$ cat config.mk
export PLATFORM = sky130hd
export DESIGN_NAME = fit_policy_hole_allocator_flat
export DESIGN_NICKNAME = d
export VERILOG_FILES = /design/src/hw/rtl/fpha_pkg.sv /design/src/hw/rtl/fpha_req_if.sv /design/src/hw/rtl/fpha_rsp_if.sv /design/src/hw/rtl/fpha_cell.sv /design/src/hw/rtl/fit_policy_hole_allocator.sv /design/src/flat_wrapper.sv
export SDC_FILE = /design/constraint.sdc
export NUM_CORES = 2
export LEC_CHECK = 0
export BUFFER_PORTS_ARGS = -buffer_cell sky130_fd_sc_hd__clkbuf_2
export CORE_ASPECT_RATIO = 0.8
export CORE_MARGIN = 10
export CORE_UTILIZATION = 40
export DETAILED_ROUTE_END_ITERATION = 8
export PLACE_DENSITY_LB_ADDON = 0.3
export SLEW_MARGIN = 25
export SYNTH_ARGS = -nofsm -noshare
export SYNTH_HDL_FRONTEND = slang
export SYNTH_SLANG_ARGS = --single-unit
$ cat constraint.sdc
create_clock -name clk -period 5.34 [get_ports clk]
set_input_delay 1.068 -clock clk [delete_from_list [all_inputs] [get_ports clk]]
set_output_delay 1.068 -clock clk [all_outputs]
set_load 0.05 [all_outputs]
$ cat src/hw/rtl/fpha_pkg.sv
// ----------------------------------------------------------------------------
// fpha_pkg
// Shared codes, state type and control structs of the hole allocator.
// ----------------------------------------------------------------------------
package fpha_pkg;

    // Operation codes; code 3 is a no-op
    localparam logic [1:0] OP_DEFINE = 2'd0;
    localparam logic [1:0] OP_ALLOC  = 2'd1;
    localparam logic [1:0] OP_REWIND = 2'd2;

    // Result status codes
    localparam logic [1:0] STATUS_ALLOC  = 2'd0;
    localparam logic [1:0] STATUS_NO_FIT = 2'd1;
    localparam logic [1:0] STATUS_DONE   = 2'd2;

    // Fit policies; code 3 behaves as first fit
    localparam logic [1:0] POLICY_FIRST = 2'd0;
    localparam logic [1:0] POLICY_BEST  = 2'd1;
    localparam logic [1:0] POLICY_WORST = 2'd2;

    typedef enum logic [1:0] {
        ST_IDLE,
        ST_SCAN,
        ST_FINISH
    } fpha_state_t;

    // Table commands broadcast to every cell
    typedef struct packed {
        logic define_en;
        logic rewind_en;
        logic commit_en;
    } fpha_cmd_t;

    // Search token flags passed along the chain
    typedef struct packed {
        logic active;
        logic found;
    } fpha_flag_t;

endpackage

$ cat src/hw/rtl/fpha_req_if.sv
// ----------------------------------------------------------------------------
// fpha_req_if
// Request channel: valid/ready plus one operation.
// ----------------------------------------------------------------------------
interface fpha_req_if #(
    parameter int IDX_W  = 4,
    parameter int ADDR_W = 16
);
    logic              valid;
    logic              ready;
    logic [1:0]        opcode;
    logic [IDX_W-1:0]  hole_index;
    logic [ADDR_W-1:0] hole_start;
    logic [ADDR_W-1:0] hole_end;
    logic [ADDR_W:0]   request_size;

    modport source (
        output valid, opcode, hole_index, hole_start, hole_end, request_size,
        input  ready
    );

    modport sink (
        input  valid, opcode, hole_index, hole_start, hole_end, request_size,
        output ready
    );
endinterface

$ cat src/hw/rtl/fpha_rsp_if.sv
// ----------------------------------------------------------------------------
// fpha_rsp_if
// Result channel: valid/ready plus one allocation result.
// ----------------------------------------------------------------------------
interface fpha_rsp_if #(
    parameter int IDX_W  = 4,
    parameter int ADDR_W = 16
);
    logic              valid;
    logic              ready;
    logic [1:0]        status;
    logic [IDX_W-1:0]  chosen_hole;
    logic [ADDR_W-1:0] placed_address;
    logic [ADDR_W:0]   space_left;

    modport source (
        output valid, status, chosen_hole, placed_address, space_left,
        input  ready
    );

    modport sink (
        input  valid, status, chosen_hole, placed_address, space_left,
        output ready
    );
endinterface

$ cat src/hw/rtl/fpha_cell.sv
// ----------------------------------------------------------------------------
// fpha_cell
// One hole of the table plus one registered stage of the search chain.
// ----------------------------------------------------------------------------
module fpha_cell #(
    parameter int IDX_W    = 4,
    parameter int ADDR_W   = 16,
    parameter int CELL_IDX = 0
) (
    input  logic                 clk,
    input  logic                 rst_n,
    input  fpha_pkg::fpha_cmd_t  cmd,
    input  logic [IDX_W-1:0]     wr_idx,
    input  logic [ADDR_W-1:0]    wr_first,
    input  logic [ADDR_W-1:0]    wr_last,
    input  logic [IDX_W-1:0]     commit_idx,
    input  logic [ADDR_W:0]      commit_fill,
    input  logic [1:0]           policy,
    input  logic [ADDR_W:0]      need,
    input  fpha_pkg::fpha_flag_t tin_flag,
    input  logic [IDX_W-1:0]     tin_pick,
    input  logic [ADDR_W:0]      tin_space,
    input  logic [ADDR_W:0]      tin_fill,
    output fpha_pkg::fpha_flag_t tout_flag,
    output logic [IDX_W-1:0]     tout_pick,
    output logic [ADDR_W:0]      tout_space,
    output logic [ADDR_W:0]      tout_fill
);
    import fpha_pkg::*;

    localparam logic [IDX_W-1:0] MY_IDX = IDX_W'(CELL_IDX);

    logic [ADDR_W-1:0] first_reg;
    logic [ADDR_W-1:0] last_reg;
    logic [ADDR_W:0]   fill_reg;
    logic              valid_reg;

    fpha_flag_t        flag_reg;
    logic [IDX_W-1:0]  pick_reg;
    logic [ADDR_W:0]   space_reg;
    logic [ADDR_W:0]   pfill_reg;

    logic [ADDR_W:0]   top_addr;
    logic [ADDR_W:0]   free_units;
    logic              fits;
    logic              take;

    // free = last + 1 - fill, floored at zero
    always_comb
    begin
        top_addr   = {1'b0, last_reg} + (ADDR_W+1)'(1);
        free_units = (top_addr > fill_reg) ? (top_addr - fill_reg) : '0;
        fits       = valid_reg && (free_units >= need);
        unique case (policy)
            POLICY_BEST:  take = fits && (!tin_flag.found || free_units <= tin_space);
            POLICY_WORST: take = fits && (!tin_flag.found || free_units >= tin_space);
            default:      take = fits && !tin_flag.found;
        endcase
        take = take && tin_flag.active;
    end

    always_ff @(posedge clk or negedge rst_n)
    begin
        if (!rst_n)
        begin
            valid_reg <= 1'b0;
        end
        else if (cmd.define_en && wr_idx == MY_IDX)
        begin
            valid_reg <= 1'b1;
        end
    end

    always_ff @(posedge clk)
    begin
        if (cmd.define_en && wr_idx == MY_IDX)
        begin
            first_reg <= wr_first;
            last_reg  <= wr_last;
            fill_reg  <= {1'b0, wr_first};
        end
        else if (cmd.rewind_en)
        begin
            fill_reg <= {1'b0, first_reg};
        end
        else if (cmd.commit_en && commit_idx == MY_IDX)
        begin
            fill_reg <= commit_fill;
        end
    end

    // Chain stage
    always_ff @(posedge clk or negedge rst_n)
    begin
        if (!rst_n)
        begin
            flag_reg <= '0;
        end
        else
        begin
            flag_reg.active <= tin_flag.active;
            flag_reg.found  <= tin_flag.found || take;
        end
    end

    always_ff @(posedge clk)
    begin
        pick_reg  <= take ? MY_IDX     : tin_pick;
        space_reg <= take ? free_units : tin_space;
        pfill_reg <= take ? fill_reg   : tin_fill;
    end

    assign tout_flag  = flag_reg;
    assign tout_pick  = pick_reg;
    assign tout_space = space_reg;
    assign tout_fill  = pfill_reg;

endmodule

$ cat src/hw/rtl/fit_policy_hole_allocator.sv
// ----------------------------------------------------------------------------
// fit_policy_hole_allocator
// Hole-table memory allocator with first, best and worst fit policies.
// ----------------------------------------------------------------------------
// Channel   Dir  Handshake      Payload
// req       in   valid/ready    opcode, hole_index, hole_start, hole_end,
//                               request_size
// rsp       out  valid/ready    status, chosen_hole, placed_address, space_left
// cfg       in   cfg_we         cfg_wdata = fit_policy
//
// Define, rewind and no-op pass through the final state to the output
// register; an allocate first passes the scan state, where the search
// token walks the chain of cells one hole per cycle. One operation is in
// flight at a time; req.ready is high only when idle. The result sits in an
// output register, so a new request is taken while it waits. A stalled rsp
// holds the block in its final state. Reset clears the valid bits, the
// policy and the control state; hole contents are undefined until defined.
// ----------------------------------------------------------------------------
module fit_policy_hole_allocator #(
    parameter int NUM_HOLES = 16,
    parameter int ADDR_BITS = 16
) (
    input  logic        clk,
    input  logic        rst_n,
    input  logic        cfg_we,
    input  logic [1:0]  cfg_wdata,
    fpha_req_if.sink    req,
    fpha_rsp_if.source  rsp
);
    import fpha_pkg::*;

    localparam int IDX_W  = (NUM_HOLES > 1) ? $clog2(NUM_HOLES) : 1;
    localparam int ADDR_W = ADDR_BITS;

    // Configuration
    logic [1:0] policy_reg;

    always_ff @(posedge clk or negedge rst_n)
    begin
        if (!rst_n)
        begin
            policy_reg <= POLICY_FIRST;
        end
        else if (cfg_we)
        begin
            policy_reg <= cfg_wdata;
        end
    end

    // Control state
    fpha_state_t state_reg, state_next;
    logic        alloc_reg;
    logic [ADDR_W:0] need_reg;

    // Result of the search, captured as the token leaves the last cell
    logic             found_reg;
    logic [IDX_W-1:0] pick_reg;
    logic [ADDR_W:0]  space_reg;
    logic [ADDR_W:0]  fill_reg;

    // Output register
    logic              rsp_valid_reg;
    logic [1:0]        status_reg;
    logic [IDX_W-1:0]  chosen_reg;
    logic [ADDR_W-1:0] placed_reg;
    logic [ADDR_W:0]   left_reg;

    logic accept;
    logic head_active;
    logic slot_free;
    logic capture;
    logic load_out;
    logic [ADDR_W:0] need_bus;
    logic [ADDR_W:0] new_fill;
    logic [ADDR_W:0] units_left;
    fpha_cmd_t cmd;

    // Search chain: entry 0 is the head, entry i+1 the output of cell i
    fpha_flag_t       chain_flag  [NUM_HOLES+1];
    logic [IDX_W-1:0] chain_pick  [NUM_HOLES+1];
    logic [ADDR_W:0]  chain_space [NUM_HOLES+1];
    logic [ADDR_W:0]  chain_fill  [NUM_HOLES+1];
    logic [NUM_HOLES-1:0] active_vec;

    assign req.ready   = (state_reg == ST_IDLE);
    assign accept      = req.valid && req.ready;
    assign head_active = accept && (req.opcode == OP_ALLOC);
    assign slot_free   = !rsp_valid_reg || rsp.ready;

    // The request size feeds cell 0 on the accept cycle, the held copy after
    assign need_bus = head_active ? req.request_size : need_reg;

    assign chain_flag[0]  = '{active: head_active, found: 1'b0};
    assign chain_pick[0]  = '0;
    assign chain_space[0] = '0;
    assign chain_fill[0]  = '0;

    // Commit arithmetic for the picked hole
    assign new_fill   = fill_reg + need_reg;
    assign units_left = space_reg - need_reg;

    always_comb
    begin
        state_next    = state_reg;
        capture       = 1'b0;
        load_out      = 1'b0;
        cmd.define_en = accept && (req.opcode == OP_DEFINE);
        cmd.rewind_en = accept && (req.opcode == OP_REWIND);
        cmd.commit_en = 1'b0;
        unique case (state_reg)
            ST_IDLE:
            begin
                if (accept)
                begin
                    state_next = (req.opcode == OP_ALLOC) ? ST_SCAN : ST_FINISH;
                end
            end
            ST_SCAN:
            begin
                if (chain_flag[NUM_HOLES].active)
                begin
                    capture    = 1'b1;
                    state_next = ST_FINISH;
                end
            end
            ST_FINISH:
            begin
                if (slot_free)
                begin
                    load_out      = 1'b1;
                    cmd.commit_en = alloc_reg && found_reg;
                    state_next    = ST_IDLE;
                end
            end
            default:
            begin
                state_next = ST_IDLE;
            end
        endcase
    end

    always_ff @(posedge clk or negedge rst_n)
    begin
        if (!rst_n)
        begin
            state_reg     <= ST_IDLE;
            rsp_valid_reg <= 1'b0;
        end
        else
        begin
            state_reg <= state_next;
            if (load_out)
            begin
                rsp_valid_reg <= 1'b1;
            end
            else if (rsp.ready)
            begin
                rsp_valid_reg <= 1'b0;
            end
        end
    end

    always_ff @(posedge clk)
    begin
        if (accept)
        begin
            alloc_reg <= (req.opcode == OP_ALLOC);
            need_reg  <= req.request_size;
            found_reg <= 1'b0;
        end
        if (capture)
        begin
            found_reg <= chain_flag[NUM_HOLES].found;
            pick_reg  <= chain_pick[NUM_HOLES];
            space_reg <= chain_space[NUM_HOLES];
            fill_reg  <= chain_fill[NUM_HOLES];
        end
        if (load_out)
        begin
            if (alloc_reg && found_reg)
            begin
                status_reg <= STATUS_ALLOC;
                chosen_reg <= pick_reg;
                placed_reg <= fill_reg[ADDR_W-1:0];
                left_reg   <= units_left;
            end
            else
            begin
                status_reg <= alloc_reg ? STATUS_NO_FIT : STATUS_DONE;
                chosen_reg <= '0;
                placed_reg <= '0;
                left_reg   <= '0;
            end
        end
    end

    // Row of hole cells
    for (genvar i = 0; i < NUM_HOLES; i++)
    begin : g_cell
        fpha_cell #(
            .IDX_W    (IDX_W),
            .ADDR_W   (ADDR_W),
            .CELL_IDX (i)
        ) u_cell (
            .clk         (clk),
            .rst_n       (rst_n),
            .cmd         (cmd),
            .wr_idx      (req.hole_index),
            .wr_first    (req.hole_start),
            .wr_last     (req.hole_end),
            .commit_idx  (pick_reg),
            .commit_fill (new_fill),
            .policy      (policy_reg),
            .need        (need_bus),
            .tin_flag    (chain_flag[i]),
            .tin_pick    (chain_pick[i]),
            .tin_space   (chain_space[i]),
            .tin_fill    (chain_fill[i]),
            .tout_flag   (chain_flag[i+1]),
            .tout_pick   (chain_pick[i+1]),
            .tout_space  (chain_space[i+1]),
            .tout_fill   (chain_fill[i+1])
        );
        assign active_vec[i] = chain_flag[i+1].active;
    end

    assign rsp.valid          = rsp_valid_reg;
    assign rsp.status         = status_reg;
    assign rsp.chosen_hole    = chosen_reg;
    assign rsp.placed_address = placed_reg;
    assign rsp.space_left     = left_reg;

`ifndef SYNTH
    // Only one search token may be in the chain
    a_one_token: assert property (@(posedge clk) disable iff (!rst_n)
        $onehot0(active_vec))
        else $error("more than one search token in the chain");

    // The token leaves the chain only while the controller waits for it
    a_tail_in_scan: assert property (@(posedge clk) disable iff (!rst_n)
        chain_flag[NUM_HOLES].active |-> state_reg == ST_SCAN)
        else $error("search token left the chain outside the scan");

    // A new result is only raised from the final state
    a_rsp_from_finish: assert property (@(posedge clk) disable iff (!rst_n)
        $rose(rsp_valid_reg) |-> $past(state_reg) == ST_FINISH)
        else $error("result raised outside the final state");

    // Non-allocated results carry zero payload
    a_zero_payload: assert property (@(posedge clk) disable iff (!rst_n)
        rsp_valid_reg && status_reg != STATUS_ALLOC
        |-> chosen_reg == '0 && placed_reg == '0 && left_reg == '0)
        else $error("non-zero payload on a result without allocation");
`endif

endmodule

$ cat src/flat_wrapper.sv
// flat-port wrapper written by rule: the top's interface ports become plain ports
module fit_policy_hole_allocator_flat import fpha_pkg::*;
#(
    parameter int NUM_HOLES = 16,
    parameter int ADDR_BITS = 16
)
  (clk, rst_n, cfg_we, cfg_wdata, req_valid, req_opcode, req_hole_index, req_hole_start, req_hole_end, req_request_size, req_ready, rsp_valid, rsp_status, rsp_chosen_hole, rsp_placed_address, rsp_space_left, rsp_ready);
  fpha_req_if #(.IDX_W(4), .ADDR_W(16)) req_i ();
  fpha_rsp_if #(.IDX_W(4), .ADDR_W(16)) rsp_i ();
  input  logic clk;
  input  logic rst_n;
  input  logic cfg_we;
  input  logic [1:0] cfg_wdata;
  input wire logic [$bits(req_i.valid)-1:0] req_valid;
  input wire logic [$bits(req_i.opcode)-1:0] req_opcode;
  input wire logic [$bits(req_i.hole_index)-1:0] req_hole_index;
  input wire logic [$bits(req_i.hole_start)-1:0] req_hole_start;
  input wire logic [$bits(req_i.hole_end)-1:0] req_hole_end;
  input wire logic [$bits(req_i.request_size)-1:0] req_request_size;
  output wire logic [$bits(req_i.ready)-1:0] req_ready;
  output wire logic [$bits(rsp_i.valid)-1:0] rsp_valid;
  output wire logic [$bits(rsp_i.status)-1:0] rsp_status;
  output wire logic [$bits(rsp_i.chosen_hole)-1:0] rsp_chosen_hole;
  output wire logic [$bits(rsp_i.placed_address)-1:0] rsp_placed_address;
  output wire logic [$bits(rsp_i.space_left)-1:0] rsp_space_left;
  input wire logic [$bits(rsp_i.ready)-1:0] rsp_ready;
  assign req_i.valid = req_valid;
  assign req_i.opcode = req_opcode;
  assign req_i.hole_index = req_hole_index;
  assign req_i.hole_start = req_hole_start;
  assign req_i.hole_end = req_hole_end;
  assign req_i.request_size = req_request_size;
  assign req_ready = req_i.ready;
  assign rsp_valid = rsp_i.valid;
  assign rsp_status = rsp_i.status;
  assign rsp_chosen_hole = rsp_i.chosen_hole;
  assign rsp_placed_address = rsp_i.placed_address;
  assign rsp_space_left = rsp_i.space_left;
  assign rsp_i.ready = rsp_ready;
  fit_policy_hole_allocator #(.NUM_HOLES(NUM_HOLES), .ADDR_BITS(ADDR_BITS)) u_core (.clk(clk), .rst_n(rst_n), .cfg_we(cfg_we), .cfg_wdata(cfg_wdata), .req(req_i), .rsp(rsp_i));
endmodule
==> out/metrics.cfg <==
[routing]
drcViolationCount = 0
drtIter0Drc = 8619
vias = 69159
finalWirelength_mm = 315.8
drtPass1Iterations = 6
post_drt_via_cell_ratio = 5.708
wl_per_cell_um = 26.06
drtAntennaViolNets = 0

[run_status]
violations = negative setup slack
status = finished, violations left

[clock_tree]
cts_buffers = 150
cts.sinks = 1526
cts_buffer_depth = 3
clk_latency_ns = 0.82
tritoncts = done
clk_pin_slew_ns = 0.07
cts_max_level = 4
root_buffer = clkbuf_16

[grt]
grt_usage_pct = 25.37
grt_pass1_wl_mm = 434.2
grt_max_degree = 75
grt_pass1_vias = 63925
gr-total-overflow = 0
antenna_found_initial = 37

[floorplanning]
core-area_um2 = 209500
ios = 103
fp.dieH_um = 430.8
die_area_um2 = 229800
die_w_um = 533.5
start_util_pct = 40.28
rows = 150

[job]
drv_cap = 0

[layout]
synthToLayoutAreaGrowth_pct = 25.78
layout-drive-gt1-share_pct = 26.00
stdcell_area_um2 = 106100
register_area_um2 = 39460
utilization_pct = 50.67
multi_input_area_um2 = 45660
fillers = 18524
nets = 10093

[worst_setup_path]
r2r_slack_ns = -0.41
startpoint = u_core.g_cell[13].u_cell.last_reg[4]$_DFFE_PP_
r2r_cells = 26
crit_type = reg -> reg
crit_required_ns = 6.04
r2r_end = u_core.g_cell[13].u_cell.tout_fill[12]$_DFF_P_
crit_path_end = u_core.g_cell[13].u_cell.tout_fill[12]$_DFF_P_
critPathLaunchType = register
endpoint_kind = register
critPathMaxFanout = 8
reg2reg_from = u_core.g_cell[13].u_cell.last_reg[4]$_DFFE_PP_
critical_path_arrival_ns = 6.44

[yosys]
synthFlopType = edfxtp_1
synth_top_area_cell = edfxtp_1
synthTopCellsByArea = edfxtp_1, dfxtp_1, ha_1
syn_nets = 9086
synth_edf_count = 864
synthArstFlopShare_pct = 3.473
synth_top_cell_area_share_pct = 30.75
syn_inst = 8158
synth.most_common_cell = edfxtp_1
yosys_warnings = 0
ys_ff_latch = 1526
ys_seq_area_share_pct = 46.77
syn_area_um2 = 84380
synthTopCellsByCount = edfxtp_1, ha_1, inv_1
syn_avg_cell_area_um2 = 10.34
synthDistinctLibCells = 104

[timing]
fin_crit_ns = 5.748
fmax_mhz = 174.0
worst_slack_ns = -0.4082
fin_crit_sh_pct = 107.6
finalClockSkew_ns = 0.02654
setup_viol = 53
slew_viol_final = 0
max_slew_margin_pct = 20.43
rsz0062_at_grt = yes
hold_viol_final = 0
worst_pin_slew_ns = 1.194

[place]
hpwlAfterDp_mm = 221.2
dpl-instance-area_um2 = 93990
portBuffers = 102
globalplace.congestion = 0.9392

[min_path]
hold_path.class = in -> async

[power_and_ir_drop]
power.density_nw_per_um2 = 317.2
leakagePower_nw = 43.77
peakVddDrop_v = 0.0003431
total_power_mw = 33.66

==> per-layer routing <==
metal	share of wire [%]	track usage (%)	wire, um
met1	44	37.16	137900
met2	42	37.13	133100
met3	11	5.467	33810
met4	3.5	7.963	10940
met5	0.0070	0	22
==> report_power, final <==
group	switching (mW)	internal, mW
Combinational	5.61	3.46
Sequential	0.401	13.1
Clock	4.93	6.14
Total	10.9	22.7
==> cells in the final DEF (no fill, tap or decap), types with 245 or more instances in the layout <==
| master | instances |
|---|---|
| a21oi_1 | 530 |
| buf_4 | 834 |
| dfxtp_1 | 609 |
| edfxtp_1 | 864 |
| ha_1 | 790 |
| inv_1 | 666 |
| nand2_1 | 568 |
| nor2_1 | 503 |
| o21ai_0 | 337 |
| xnor2_1 | 245 |
==> area by class of cell <==
type / count / area share [%]
clock buffers: 206 / 3.957
inverters: 672 / 2.394
clock inverters: 75 / 0.8300
diodes: 11 / 0.02594
well taps: 2812 / 3.315
repair buffers: 1105 / 9.268
flip-flops and latches: 1526 / 37.18
multi-input cells: 5710 / 43.03
==> how the worst min path moves through the flow <==
stage                                                               start                                         endpoint  slack [ns]  cells past startpoint
after floorplan           u_core.g_cell[12].u_cell.tout_flag[1]$_DFF_PN0_  u_core.g_cell[13].u_cell.tout_flag[1]$_DFF_PN0_        0.35                      0
after detailed placement   u_core.g_cell[4].u_cell.tout_flag[1]$_DFF_PN0_   u_core.g_cell[5].u_cell.tout_flag[1]$_DFF_PN0_        0.37                      0
final                                                               rst_n   u_core.g_cell[0].u_cell.tout_flag[1]$_DFF_PN0_        0.35                      1
after global routing                                                rst_n   u_core.g_cell[0].u_cell.tout_flag[1]$_DFF_PN0_        0.34                      1
after global placement     u_core.g_cell[4].u_cell.tout_flag[1]$_DFF_PN0_   u_core.g_cell[5].u_cell.tout_flag[1]$_DFF_PN0_        0.36                      0
after CTS                                                           rst_n   u_core.g_cell[0].u_cell.tout_flag[1]$_DFF_PN0_        0.33                      1
==> through the flow <==
stage | setup TNS [ns] | std cells | setup slack [ns] | hold WS, ns
global placement | -39.21 | 11565 | -0.5379 | 0.3620
floorplan | -0.04178 | 8158 | -0.004178 | 0.3533
detailed placement | -59.04 | 11565 | -0.5670 | 0.3676
finish | -13.24 | 12117 | -0.4082 | 0.3518
global route | -53.98 | 12108 | -0.5625 | 0.3396
CTS | -15.11 | 11925 | -0.4359 | 0.3316
==> worst max-delay path: stages (launching register included) <==
cell,delay (ns)
edfxtp_1,0.38
and3_4,0.20
and2_4,0.14
and3_4,0.20
nor2b_4,0.18
nand2_2,0.07
xnor2_1,0.12
ha_1,0.32
nand3_2,0.07
or3_4,0.40
or4_4,0.54
o211a_4,0.17
o41ai_4,0.05
buf_6,0.20
buf_4,0.14
a21oi_2,0.06
ha_1,0.29
nand4_1,0.13
o31ai_1,0.08
a221o_1,0.29
a2111o_1,0.39
xnor2_1,0.15
a21o_1,0.22
a21boi_4,0.21
buf_12,0.17
buf_16,0.14
mux2_4,0.30
==> repair_timing <==
action / 4_1_cts / 5_1_grt
gates resized for setup: 185 / 832
endpoints found under the hold margin: 0 / 0
setup buffers: 65 / 161
setup endpoints to repair: 426 / 572
pin swaps: 93 / 333
hold buffers: 0 / 0
cloned: 14 / 38
==> kinds of logic after synthesis <==
family	Yosys count	synth area share, %
flops	1526	46.77
buf+inv	924	4.340
simple gates	2223	12.66
xor+xnor	401	4.171
mux	423	5.717
fa+ha+maj	866	13.00
compound gates	1795	13.34
Power figures use the tool's default switching activity.
